### src/rtl/ntoe_pkg.sv
// ----------------------------------------------------------------------------
// ntoe_pkg
// Shared types, codes and helpers of the remote-node table with oldest
// receive-time eviction.
// ----------------------------------------------------------------------------
package ntoe_pkg;

  localparam int SLOT_COUNT_DEF = 8;
  localparam logic [31:0] TIME_MAX = 32'hFFFF_FFFF;

  // Command codes
  localparam logic [2:0] CMD_COMMIT    = 3'd0;
  localparam logic [2:0] CMD_SELECT    = 3'd1;
  localparam logic [2:0] CMD_QUERY_ID  = 3'd2;
  localparam logic [2:0] CMD_QUERY_SEL = 3'd3;
  localparam logic [2:0] CMD_LIST      = 3'd4;
  localparam logic [2:0] CMD_CLEAR     = 3'd5;

  // Status codes
  localparam logic [1:0] STS_OK      = 2'd0;
  localparam logic [1:0] STS_INVALID = 2'd1;
  localparam logic [1:0] STS_UNKNOWN = 2'd2;

  // Node classes
  localparam logic [1:0] NODE_STALE      = 2'd0;
  localparam logic [1:0] NODE_ACTIVE     = 2'd1;
  localparam logic [1:0] NODE_DISCOVERED = 2'd2;

  // Configuration register indexes
  localparam logic [1:0] REG_OWN_ID    = 2'd0;
  localparam logic [1:0] REG_HB_STALE  = 2'd1;
  localparam logic [1:0] REG_DAT_STALE = 2'd2;

  localparam logic [31:0] HB_STALE_RST  = 32'd3000;
  localparam logic [31:0] DAT_STALE_RST = 32'd1000;

  typedef struct packed {
    logic [2:0]  command;
    logic [7:0]  node_id;
    logic [31:0] now_ms;
    logic [31:0] rx_time_ms;
    logic [31:0] heartbeat_time_ms;
    logic [31:0] data_time_ms;
    logic [3:0]  list_capacity;
  } req_item_t;

  typedef struct packed {
    logic [1:0]  status;
    logic [7:0]  result_node_id;
    logic [31:0] sequence_res;
    logic [1:0]  node_state;
    logic [31:0] heartbeat_at_ms;
    logic [31:0] data_at_ms;
    logic        last_item;
  } rsp_item_t;

  // One slot record as held in the slot memory.
  typedef struct packed {
    logic [31:0] rx;
    logic [31:0] hb;
    logic [31:0] dt;
    logic [31:0] seq;
  } slot_rec_t;

  // Classifies a node from its stored times, with wrapping ages.
  function automatic logic [1:0] classify(
    input logic [31:0] now,
    input logic [31:0] hb,
    input logic [31:0] dt,
    input logic [31:0] hb_thr,
    input logic [31:0] dt_thr
  );
    logic [31:0] hb_age;
    logic [31:0] dt_age;
    hb_age = now - hb;
    dt_age = now - dt;
    if (hb_age > hb_thr) begin
      return NODE_STALE;
    end else if (dt != 32'd0 && dt_age <= dt_thr) begin
      return NODE_ACTIVE;
    end
    return NODE_DISCOVERED;
  endfunction

endpackage

### src/rtl/ntoe_if.sv
// ----------------------------------------------------------------------------
// ntoe_req_if / ntoe_rsp_if
// Valid/ready channels that carry request and result transactions.
// ----------------------------------------------------------------------------
interface ntoe_req_if;
  logic                valid;
  logic                ready;
  ntoe_pkg::req_item_t payload;
  modport source (output valid, output payload, input ready);
  modport sink   (input valid, input payload, output ready);
endinterface

interface ntoe_rsp_if;
  logic                valid;
  logic                ready;
  ntoe_pkg::rsp_item_t payload;
  modport source (output valid, output payload, input ready);
  modport sink   (input valid, input payload, output ready);
endinterface

### src/rtl/ntoe_slot_ram.sv
// ----------------------------------------------------------------------------
// ntoe_slot_ram
// Single-write, single-read slot memory with a registered read port.
// ----------------------------------------------------------------------------
module ntoe_slot_ram #(
  parameter int DEPTH = ntoe_pkg::SLOT_COUNT_DEF,
  parameter int AW    = 3
) (
  input  logic                clk,
  input  logic                we,
  input  logic [AW-1:0]       waddr,
  input  ntoe_pkg::slot_rec_t wdata,
  input  logic                re,
  input  logic [AW-1:0]       raddr,
  output ntoe_pkg::slot_rec_t rdata
);
  import ntoe_pkg::*;

  slot_rec_t mem [DEPTH];

  always_ff @(posedge clk) begin
    if (we) begin
      mem[waddr] <= wdata;
    end
    if (re) begin
      rdata <= mem[raddr];
    end
  end

endmodule

### src/rtl/node_table_oldest_eviction.sv
// ----------------------------------------------------------------------------
// node_table_oldest_eviction
// Commit, select or query: the result is loaded in the result state that follows
// acceptance, once the output register is free, and the next transaction is taken
// after the return to idle. An eviction commit scans every slot's receive time.
// A list gives one result per cycle while the output side takes them.
// Reset frees all slots at once; the slot memory itself is never cleared.
// ----------------------------------------------------------------------------
module node_table_oldest_eviction #(
  parameter int SLOT_COUNT = ntoe_pkg::SLOT_COUNT_DEF
) (
  input  logic        clk,
  input  logic        rst,
  ntoe_req_if.sink    req,
  ntoe_rsp_if.source  rsp,
  input  logic        psel,
  input  logic        penable,
  input  logic        pwrite,
  input  logic [3:0]  paddr,
  input  logic [31:0] pwdata,
  output logic [31:0] prdata,
  output logic        pready
);
  import ntoe_pkg::*;

  localparam int SW = (SLOT_COUNT > 1) ? $clog2(SLOT_COUNT) : 1;
  localparam logic [SW-1:0] LAST_SLOT = SW'(SLOT_COUNT - 1);
  localparam logic [3:0] LIST_MAX = 4'((SLOT_COUNT < 8) ? SLOT_COUNT : 8);

  // Controller states.
  localparam logic [2:0] S_IDLE = 3'd0;
  localparam logic [2:0] S_SCAN = 3'd1;
  localparam logic [2:0] S_CWR  = 3'd2;
  localparam logic [2:0] S_RSP  = 3'd3;
  localparam logic [2:0] S_LIST = 3'd4;
  localparam logic [2:0] S_FAIL = 3'd5;

  // Configuration registers, written over the APB port.
  logic [7:0]  own_id;
  logic [31:0] hb_thr;
  logic [31:0] dt_thr;
  logic        cfg_we;

  assign pready = 1'b1;
  assign cfg_we = psel & penable & pwrite;

  always_ff @(posedge clk) begin
    if (rst) begin
      own_id <= 8'd0;
      hb_thr <= HB_STALE_RST;
      dt_thr <= DAT_STALE_RST;
    end else if (cfg_we) begin
      case (paddr[3:2])
        REG_OWN_ID:    own_id <= pwdata[7:0];
        REG_HB_STALE:  hb_thr <= pwdata;
        REG_DAT_STALE: dt_thr <= pwdata;
        default: ;
      endcase
    end
  end

  always_comb begin
    case (paddr[3:2])
      REG_OWN_ID:    prdata = {24'd0, own_id};
      REG_HB_STALE:  prdata = hb_thr;
      REG_DAT_STALE: prdata = dt_thr;
      default:       prdata = 32'd0;
    endcase
  end

  // Slot owners live in flip-flops so that the id search is a single
  // parallel compare; an owner of zero marks a free slot. A bound slot has
  // always been written by a commit, so its memory record is meaningful.
  logic [7:0]      owner [SLOT_COUNT];
  logic [7:0]      selected;

  logic [2:0]      state;
  logic [7:0]      id;
  logic [31:0]     now;
  logic [31:0]     rx;
  logic [31:0]     hb;
  logic [31:0]     dt;
  logic [3:0]      cap;
  logic [3:0]      cnt;
  logic [SW-1:0]   slot;
  logic            fresh;
  logic [1:0]      fail_sts;
  logic [SW-1:0]   scan;
  logic [31:0]     best;
  logic [SW-1:0]   pick;

  logic            o_valid;
  rsp_item_t       o_item;
  logic            out_free;
  logic            load_out;

  logic            accept;
  logic [7:0]      key;
  logic            hit;
  logic [SW-1:0]   hit_idx;
  logic            free_any;
  logic [SW-1:0]   free_idx;
  logic            bound_any;
  logic [SW-1:0]   first_idx;
  logic            nxt_found;
  logic [SW-1:0]   nxt_idx;
  logic [3:0]      cap_sat;
  logic            list_last;
  logic [SW-1:0]   scan_pick;
  logic [31:0]     seq_new;

  logic            rd_en;
  logic [SW-1:0]   rd_addr;
  slot_rec_t       rd_data;
  logic            wr_en;
  slot_rec_t       wr_data;

  assign out_free  = !o_valid || rsp.ready;
  assign req.ready = (state == S_IDLE);
  assign accept    = req.valid && req.ready;
  assign rsp.valid = o_valid;
  assign rsp.payload = o_item;

  // A result is loaded in every producing state once the output register
  // is free.
  assign load_out = out_free && (state == S_CWR || state == S_RSP ||
                                 state == S_FAIL || state == S_LIST);

  // The node being looked up: the request's id, or the selection for a query
  // of the selected node.
  assign key = (req.payload.command == CMD_QUERY_SEL) ? selected : req.payload.node_id;

  // Priority encoders: the descending loops leave the lowest index standing.
  always_comb begin
    hit       = 1'b0;
    hit_idx   = '0;
    free_any  = 1'b0;
    free_idx  = '0;
    bound_any = 1'b0;
    first_idx = '0;
    nxt_found = 1'b0;
    nxt_idx   = '0;
    for (int i = SLOT_COUNT - 1; i >= 0; i--) begin
      if (key != 8'd0 && owner[i] == key) begin
        hit     = 1'b1;
        hit_idx = SW'(i);
      end
      if (owner[i] == 8'd0) begin
        free_any = 1'b1;
        free_idx = SW'(i);
      end else begin
        bound_any = 1'b1;
        first_idx = SW'(i);
        if (i > int'(slot)) begin
          nxt_found = 1'b1;
          nxt_idx   = SW'(i);
        end
      end
    end
  end

  assign cap_sat   = (req.payload.list_capacity > LIST_MAX) ? LIST_MAX
                                                            : req.payload.list_capacity;
  assign list_last = (cnt + 4'd1 == cap) || !nxt_found;
  assign scan_pick = (rd_data.rx < best) ? scan : pick;
  assign seq_new   = fresh ? 32'd1 : rd_data.seq + 32'd1;

  // Memory read control: the record is requested ahead of use, as the read port is registered.
  always_comb begin
    rd_en   = 1'b0;
    rd_addr = '0;
    case (state)
      S_IDLE: begin
        if (accept) begin
          rd_en = 1'b1;
          if (req.payload.command == CMD_LIST) begin
            rd_addr = first_idx;
          end else if (req.payload.command == CMD_COMMIT && !hit && !free_any) begin
            rd_addr = '0;
          end else begin
            rd_addr = hit_idx;
          end
        end
      end
      S_SCAN: begin
        if (scan != LAST_SLOT) begin
          rd_en   = 1'b1;
          rd_addr = scan + SW'(1);
        end
      end
      S_LIST: begin
        if (out_free && !list_last) begin
          rd_en   = 1'b1;
          rd_addr = nxt_idx;
        end
      end
      default: ;
    endcase
  end

  assign wr_en   = (state == S_CWR) && out_free;
  assign wr_data = '{rx: rx, hb: hb, dt: dt, seq: seq_new};

  ntoe_slot_ram #(
    .DEPTH (SLOT_COUNT),
    .AW    (SW)
  ) u_ram (
    .clk   (clk),
    .we    (wr_en),
    .waddr (slot),
    .wdata (wr_data),
    .re    (rd_en),
    .raddr (rd_addr),
    .rdata (rd_data)
  );

  // Control state and owners.
  always_ff @(posedge clk) begin
    if (rst) begin
      state    <= S_IDLE;
      o_valid  <= 1'b0;
      selected <= 8'd0;
      for (int i = 0; i < SLOT_COUNT; i++) begin
        owner[i] <= 8'd0;
      end
    end else begin
      if (load_out) begin
        o_valid <= 1'b1;
      end else if (rsp.ready) begin
        o_valid <= 1'b0;
      end
      case (state)
        S_IDLE: begin
          if (accept) begin
            case (req.payload.command)
              CMD_COMMIT: begin
                if (req.payload.node_id == 8'd0 || req.payload.node_id == own_id) begin
                  state <= S_FAIL;
                end else if (hit || free_any) begin
                  state <= S_CWR;
                end else begin
                  state <= S_SCAN;
                end
              end
              CMD_SELECT: begin
                if (req.payload.node_id == own_id || !hit) begin
                  state <= S_FAIL;
                end else begin
                  selected <= req.payload.node_id;
                  state    <= S_RSP;
                end
              end
              CMD_QUERY_ID, CMD_QUERY_SEL: begin
                state <= hit ? S_RSP : S_FAIL;
              end
              CMD_LIST: begin
                state <= (cap_sat != 4'd0 && bound_any) ? S_LIST : S_FAIL;
              end
              CMD_CLEAR: begin
                selected <= 8'd0;
                for (int i = 0; i < SLOT_COUNT; i++) begin
                  owner[i] <= 8'd0;
                end
                state <= S_FAIL;
              end
              default: state <= S_FAIL;
            endcase
          end
        end
        S_SCAN: begin
          if (scan == LAST_SLOT) begin
            state <= S_CWR;
          end
        end
        S_CWR: begin
          if (out_free) begin
            owner[slot] <= id;
            state       <= S_IDLE;
          end
        end
        S_RSP, S_FAIL: begin
          if (out_free) begin
            state <= S_IDLE;
          end
        end
        S_LIST: begin
          if (out_free && list_last) begin
            state <= S_IDLE;
          end
        end
        default: state <= S_IDLE;
      endcase
    end
  end

  // Working registers and the result register.
  always_ff @(posedge clk) begin
    case (state)
      S_IDLE: begin
        if (accept) begin
          id    <= key;
          now   <= req.payload.now_ms;
          rx    <= req.payload.rx_time_ms;
          hb    <= req.payload.heartbeat_time_ms;
          dt    <= req.payload.data_time_ms;
          cap   <= cap_sat;
          cnt   <= 4'd0;
          scan  <= '0;
          best  <= TIME_MAX;
          pick  <= '0;
          fresh <= !hit;
          slot  <= (req.payload.command == CMD_LIST) ? first_idx
                 : hit ? hit_idx : free_idx;
          case (req.payload.command)
            CMD_COMMIT, CMD_SELECT: fail_sts <= STS_INVALID;
            CMD_QUERY_ID, CMD_QUERY_SEL, CMD_LIST: fail_sts <= STS_UNKNOWN;
            CMD_CLEAR: fail_sts <= STS_OK;
            default: fail_sts <= STS_INVALID;
          endcase
        end
      end
      S_SCAN: begin
        best <= (rd_data.rx < best) ? rd_data.rx : best;
        pick <= scan_pick;
        if (scan == LAST_SLOT) begin
          slot <= scan_pick;
        end else begin
          scan <= scan + SW'(1);
        end
      end
      S_CWR: begin
        if (out_free) begin
          o_item <= '{status: STS_OK, result_node_id: id, sequence_res: seq_new,
                      node_state: classify(now, hb, dt, hb_thr, dt_thr),
                      heartbeat_at_ms: hb, data_at_ms: dt, last_item: 1'b1};
        end
      end
      S_RSP: begin
        if (out_free) begin
          o_item <= '{status: STS_OK, result_node_id: id, sequence_res: rd_data.seq,
                      node_state: classify(now, rd_data.hb, rd_data.dt, hb_thr, dt_thr),
                      heartbeat_at_ms: rd_data.hb, data_at_ms: rd_data.dt,
                      last_item: 1'b1};
        end
      end
      S_LIST: begin
        if (out_free) begin
          o_item <= '{status: STS_OK, result_node_id: owner[slot],
                      sequence_res: rd_data.seq,
                      node_state: classify(now, rd_data.hb, rd_data.dt, hb_thr, dt_thr),
                      heartbeat_at_ms: rd_data.hb, data_at_ms: rd_data.dt,
                      last_item: list_last};
          cnt  <= cnt + 4'd1;
          slot <= nxt_idx;
        end
      end
      S_FAIL: begin
        if (out_free) begin
          o_item <= '{status: fail_sts, result_node_id: 8'd0, sequence_res: 32'd0,
                      node_state: NODE_STALE, heartbeat_at_ms: 32'd0,
                      data_at_ms: 32'd0, last_item: 1'b1};
        end
      end
      default: ;
    endcase
  end

endmodule
### src/flat_wrapper.sv
// flat-port wrapper written by rule: the top's interface ports become plain ports
module node_table_oldest_eviction_flat import ntoe_pkg::*;
#(
  parameter int SLOT_COUNT = ntoe_pkg::SLOT_COUNT_DEF
)
  (clk, rst, psel, penable, pwrite, paddr, pwdata, prdata, pready, req_valid, req_payload, req_ready, rsp_valid, rsp_payload, rsp_ready);
  ntoe_req_if req_i ();
  ntoe_rsp_if rsp_i ();
  input  logic clk;
  input  logic rst;
  input  logic psel;
  input  logic penable;
  input  logic pwrite;
  input  logic [3:0] paddr;
  input  logic [31:0] pwdata;
  output logic [31:0] prdata;
  output logic pready;
  input wire logic [$bits(req_i.valid)-1:0] req_valid;
  input wire logic [$bits(req_i.payload)-1:0] req_payload;
  output wire logic [$bits(req_i.ready)-1:0] req_ready;
  output wire logic [$bits(rsp_i.valid)-1:0] rsp_valid;
  output wire logic [$bits(rsp_i.payload)-1:0] rsp_payload;
  input wire logic [$bits(rsp_i.ready)-1:0] rsp_ready;
  assign req_i.valid = req_valid;
  assign req_i.payload = req_payload;
  assign req_ready = req_i.ready;
  assign rsp_valid = rsp_i.valid;
  assign rsp_payload = rsp_i.payload;
  assign rsp_i.ready = rsp_ready;
  node_table_oldest_eviction #(.SLOT_COUNT(SLOT_COUNT)) u_core (.clk(clk), .rst(rst), .req(req_i), .rsp(rsp_i), .psel(psel), .penable(penable), .pwrite(pwrite), .paddr(paddr), .pwdata(pwdata), .prdata(prdata), .pready(pready));
endmodule
### config.mk
export PLATFORM = sky130hd
export DESIGN_NAME = node_table_oldest_eviction_flat
export DESIGN_NICKNAME = d
export VERILOG_FILES = /design/src/rtl/ntoe_pkg.sv /design/src/rtl/ntoe_if.sv /design/src/rtl/ntoe_slot_ram.sv /design/src/rtl/node_table_oldest_eviction.sv /design/src/flat_wrapper.sv
export SDC_FILE = /design/constraint.sdc
export NUM_CORES = 2
export LEC_CHECK = 0
export BUFFER_PORTS_ARGS = -buffer_cell sky130_fd_sc_hd__buf_2
export CORE_MARGIN = 10
export CORE_UTILIZATION = 41
export CTS_CLUSTER_SIZE = 28
export DETAILED_ROUTE_END_ITERATION = 10
export REMOVE_ABC_BUFFERS = 1
export SLEW_MARGIN = 20
export SYNTH_ARGS = -nofsm -noshare
export SYNTH_HDL_FRONTEND = slang
export SYNTH_SLANG_ARGS = --single-unit
### constraint.sdc
create_clock -name clk -period 17 [get_ports clk]
set_input_delay 3.4 -clock clk [delete_from_list [all_inputs] [get_ports clk]]
set_output_delay 3.4 -clock clk [all_outputs]
set_load 0.01 [all_outputs]
[After elaboration in Yosys (flattened, before gate mapping)]
Memory sizes are Yosys's and may differ from the RTL's. A register that Yosys moved wholly into a read port is not among the register bits.
Cells that the tools add are included.
Storage, ports and cells
  flip-flop bits (word level): 381
  memories kept: 2
  memory bits (writable): 1088
  bits of input ports: 186
Cells by class
  bitwise logic cells: 10
  reductions and logical operators: 69
  order comparisons: 13
  add/subtract/negate cells: 7
  multiplexer cells: 169
  eq/ne operators: 35
Memory list
  u_core.u_ram.mem: words 8, width 128, rd ports 1, clocked after memory_dff 1, write ports 1, line ntoe_slot_ram.sv:19  | slot_rec_t mem [DEPTH];
  u_core.owner: words 8, width 8, rd ports 9, clocked after memory_dff 1, write ports 8, line node_table_oldest_eviction.sv:74  | logic [7:0] owner [SLOT_COUNT];
Operator list (count)
  $mux W109: 4
  $pmux W109 S4: 1
  $mux W3: 60
  $sub A32 B32 Y32: 4
  $mux W32: 3
  $pmux W32 S3: 1
  $mux W8: 11
  $eq A8 B8 Y1: 9
  $logic_not A8 Y1: 9
  $mux W1: 67
  $gt A32 B32 Y1: 2
  $le A32 B32 Y1: 2
  $pmux W32 S2: 1
  $reduce_bool A32 Y1: 2
  $add A32 B1 Y32 const B: 1
  $lt A32 B32 Y1: 1
  $pmux W3 S4: 2
  $logic_and A1 B1 Y1: 18
  $pmux W3 S3: 2
  $mux W2: 8
  $pmux W8 S2: 1
  $eq A3 B3 Y1 const B: 5
  $ne A2 B1 Y1 const B: 7
  $eq A3 B2 Y1 const B: 4
  34 further kinds: 78

[Longest topological paths before layout]
  word-level depth: 21
  depth in mapped cells: 26

[Modules after synthesis]
Synthesis repeated with hierarchy kept, for this count alone.
Unflattened totals
  cells, all modules: 4670
  area total of the unflattened synthesis: 73025.0 µm²
By module, submodules not included
  ntoe_slot_ram: area each 42836.1 µm², times used 1, cells an instance 1620
  node_table_oldest_eviction: area each 30189.0 µm², times used 1, cells an instance 3050

[Least setup slack after synthesis]
Ideal clock, no wire load.
  path type: input to register
  from: input rsp_ready
  to: memory u_core.owner[4][0] (enable)
  arrival: 13535 ps
  setup slack: 3128 ps
  library setup time: 338 ps
  stages on the path: 5
  cells stage by stage: nor2b_1 > nor4_1 > nand2b_1 > nor3_1 > nand2b_1
RTL lines
  start: declaration: line flat_wrapper.sv:23  | input wire logic [$bits(rsp_i.ready)-1:0] rsp_ready;
  end: declaration: line node_table_oldest_eviction.sv:74

[Worst setup path in the final report]
  from: input req_payload[142]
  to: register, netlist name u_core.u_ram.rdata[105]
Between the ends
  longest elaborated chain between the ends: 19
  elaborated cells on any way between the ends: 44
  those cells by class: 10 x eq/ne; 21 x mux; 13 x reduce/logical
Ends and longest elaborated chain
  start: declaration: line flat_wrapper.sv:19  | input wire logic [$bits(req_i.payload)-1:0] req_payload;
  $eq A3 B2 Y1: line node_table_oldest_eviction.sv:131  | assign key = (req.payload.command == CMD_QUERY_SEL) ? selected : req.payload.node_id;
  $mux W8: line node_table_oldest_eviction.sv:131
  $eq A8 B8 Y1 or $reduce_bool A8 Y1 (tied branches): line node_table_oldest_eviction.sv:144  | if (key != 8'd0 && owner[i] == key) begin
  $logic_and A1 B1 Y1: line node_table_oldest_eviction.sv:144
  $mux W1 (8 in a row): line node_table_oldest_eviction.sv:144
  $logic_not A1 Y1: line node_table_oldest_eviction.sv:178  | end else if (req.payload.command == CMD_COMMIT && !hit && !free_any) begin
  $logic_and A1 B1 Y1 (2 in a row): line node_table_oldest_eviction.sv:178
  $mux W3: line node_table_oldest_eviction.sv:178
  $mux W3 *: line node_table_oldest_eviction.sv:176  | if (req.payload.command == CMD_LIST) begin
  $mux W3 *: line node_table_oldest_eviction.sv:174  | if (accept) begin
  $pmux W3 S3 *: line node_table_oldest_eviction.sv:172  | case (state)
Mark *: on every way between the ends. The rest lies on a longest branch, timed or not.
A chain may end at the register's enable or synchronous reset.

==> impl_metrics.tcl <==
set metrics [dict create \
    nets 6724 \
    hold_path_class "flip-flop to flip-flop" \
    drtPass1Iterations 6 \
    rows 155 \
    max_freq_mhz 110 \
    synth_top_area_share_pct 62.0 \
    grt_max_degree 202 \
    hold_viol 0 \
    routed_wl_um 222000 \
    vias 49700 \
    p_leak_nw 30.7 \
    cp-end-kind "flip-flop" \
    postCtsSetupBuffers 0 \
    maxSlewViolCount 0 \
    grt_pass1_vias 48500 \
    yosys_most_used_dff "edfxtp_1" \
    period_share_pct 53.3 \
    cp.required_ns 17.68 \
    antenna_found_initial 12 \
    finClkSkew_ns 0.0395 \
    syn_area_per_cell_sq_um 12.2 \
    post_cts_resized 0 \
    portBuffers 326 \
    clk_pin_slew_worst_paths_ns 0.06 \
    ios 330 \
    clk_path_buf_depth 3 \
    place.gp.congestion 0.924 \
    clkSinkCount 1600 \
    grt.total_usage_pct 21.8 \
    cap_violations 0 \
    ant_nets 0 \
    area_growth_syn_to_layout_pct 12.9 \
    vias_per_cell 5.69 \
    grt-ovfl-total 0 \
    power_density_nw_per_um2 145 \
    dp_slack_ns 7.36 \
    synth_seq_area_share_pct 64.3 \
    holdBufCountCts 0 \
    finalSetupViolations 0 \
    synthArstFlopShare_pct 0 \
    grt_setup_unrepaired "no" \
    status "finished clean" \
    grt_pass1_wl_um 323000 \
    peakVddDrop_v 0.0000833 \
    cts_htree_levels 4 \
    critPathLaunchType "primary input" \
    fin_cells 8748 \
    setup_ws_ns 7.94 \
    hpwl_um 140000 \
    path_class "primary input to flip-flop" \
    maxSlewHeadroom_pct 15.0 \
    cts_buffers 171 \
    cts_tree "done" \
    syn_inst 5992 \
    total_power_mw 12.0 \
    path_max_fanout 201 \
    tightestPinTransition_ns 1.28 \
    start_util_pct 41.1 \
    yosysMostFrequentCell "edfxtp_1" \
    core_region_area_sq_um 178000 \
    synth.area.top_cells "edfxtp_1 62%, nand2_1 5.0%, a21oi_1 4.9%" \
    synth_edf_count 1513 \
    place_inst 8429 \
    die-width_um 443 \
    die_area_sq_um 196000 \
    drive_gt1_share_pct 11.5 \
    root_buffer "clkbuf_16" \
    yosysTopAreaCell "edfxtp_1" \
    period_needed_ns 9.06 \
    yosys_register_bits 1600 \
    drc 0 \
    wl_per_cell_um 25.4 \
    yosys_warnings 0 \
    nFillCells 15900 \
    crit_arrival_ns 9.74 \
    first_iter_violations 4990 \
    netlist_area_sq_um 73300 \
    yosys-top-cells-count "1,513 x edfxtp_1, 984 x nand2_1, 720 x a21oi_1" \
    chipHeight_um 443 \
    synthDistinctLibCells 87 \
    clkLatencyLatePin_ns 0.84 \
]
==> path summary, 6_finish.rpt <==
path                                       start                                end  slack (ns)  depth (start not counted)
hold / removal    u_core.dt_thr[15]$_SDFFE_PP0P_     u_core.dt_thr[15]$_SDFFE_PP0P_        0.47                          2
hold reg to reg   u_core.dt_thr[15]$_SDFFE_PP0P_     u_core.dt_thr[15]$_SDFFE_PP0P_        0.47                          2
setup reg to reg         u_core.now[0]$_DFFE_PP_   u_core.rsp.payload[65]$_DFFE_PP_       10.18                         23
setup / recovery                req_payload[142]  u_core.u_ram.rdata[105]$_DFFE_PP_        7.94                         16
==> routing by layer <==
layer  GRT usage, %  vias to the layer above  wire (um)
met1           27.6                    24600      90600
met5              0                        -         11
met2           36.2                     1857     107000
li1               -                    22900          -
met4           11.3                        2      12100
met3           3.19                      433      12700
==> kinds of logic (layout without fill, tap and decap cells) <==
kind of cell | Yosys count | after routing | share of synthesized area (%)
AND/OR/NAND/NOR | 1702 | 1702 | 10.4
flip-flops | 1600 | 1600 | 64.3
AO/OA/AOI/OAI | 1564 | 1564 | 13.7
buffers and inverters | 583 | 974 | 3.15
adder cells (fa/ha/maj) | 291 | 291 | 5.01
XOR/XNOR | 196 | 196 | 2.34
multiplexers | 55 | 55 | 1.08
other | 1 | 11 | 0.00512
==> state kept, by name, summed over array words and instances (netlist names), 32 cells and up, named ones only <==
register            cells
u_core.u_ram.rdata    128
u_core.owner           64
u_core.hb_thr          32
u_core.rx              32
u_core.hb              32
u_core.dt              32
u_core.dt_thr          32
u_core.best            32
u_core.rsp.payload    109
u_core.u_ram.mem     1024
u_core.now             32
==> layout by cell type, fill, tap and decap left out, types with 52 or more instances in the layout <==
cell type	n
edfxtp_1	1513
nand2_1	982
a21oi_1	718
buf_2	325
ha_1	287
inv_1	278
nor2_1	198
clkbuf_16	176
o21ai_0	141
a221oi_1	137
xnor2_1	115
nand2b_1	87
dfxtp_1	87
a31o_1	83
a21o_1	82
xor2_1	81
and2_1	78
o22ai_1	69
nand4_1	61
nor3_1	55
a22o_1	54
nor2b_1	53
nand3_1	52
==> power breakdown <==
| part | switching [mW] | internal (mW) | total [mW] |
|---|---|---|---|
| sequential | 0.272 | 4.75 | 5.02 |
| combinational | 2.09 | 1.25 | 3.34 |
| clock | 1.57 | 2.06 | 3.63 |
| total | 3.93 | 8.07 | 12.0 |
==> cell type report <==
type / count / area (sq um) / share of cell area, %
clock inverters: 86 / 790 / 0.953
clock buffers: 223 / 4630 / 5.59
diodes: 10 / 25.0 / 0.0302
well taps: 2355 / 2950 / 3.56
multi-input cells: 3809 / 24000 / 29.0
repair buffers: 384 / 2180 / 2.64
inverters: 281 / 1070 / 1.29
flip-flops and latches: 1600 / 47200 / 57.0
==> metrics by stage <==
step	utilization [%]	cell area (sq um)	TNS [ns]	hold slack (ns)
after floorplan	-	72100	-77.99	0.443
after global placement	43.4	77400	0	0.459
after detailed placement	43.4	77400	0	0.463
after CTS	46.4	82800	0	0.470
after global routing	46.5	82800	0	0.495
final	46.5	82800	0	0.470
==> critical path, stage by stage <==
cell and delay (ns):
buf_2 0.25, nand3b_1 0.15, buf_4 0.41, mux2i_1 0.79, o221ai_1 0.22, a211oi_1 0.26
nand4_1 0.24, a21oi_1 0.42, nor2_1 0.19, o31ai_4 0.26, buf_4 0.60, buf_4 0.75
buf_12 0.67, a21oi_1 0.17, a221oi_1 0.39, a31o_1 0.16
(Power assumes the default switching activity.)
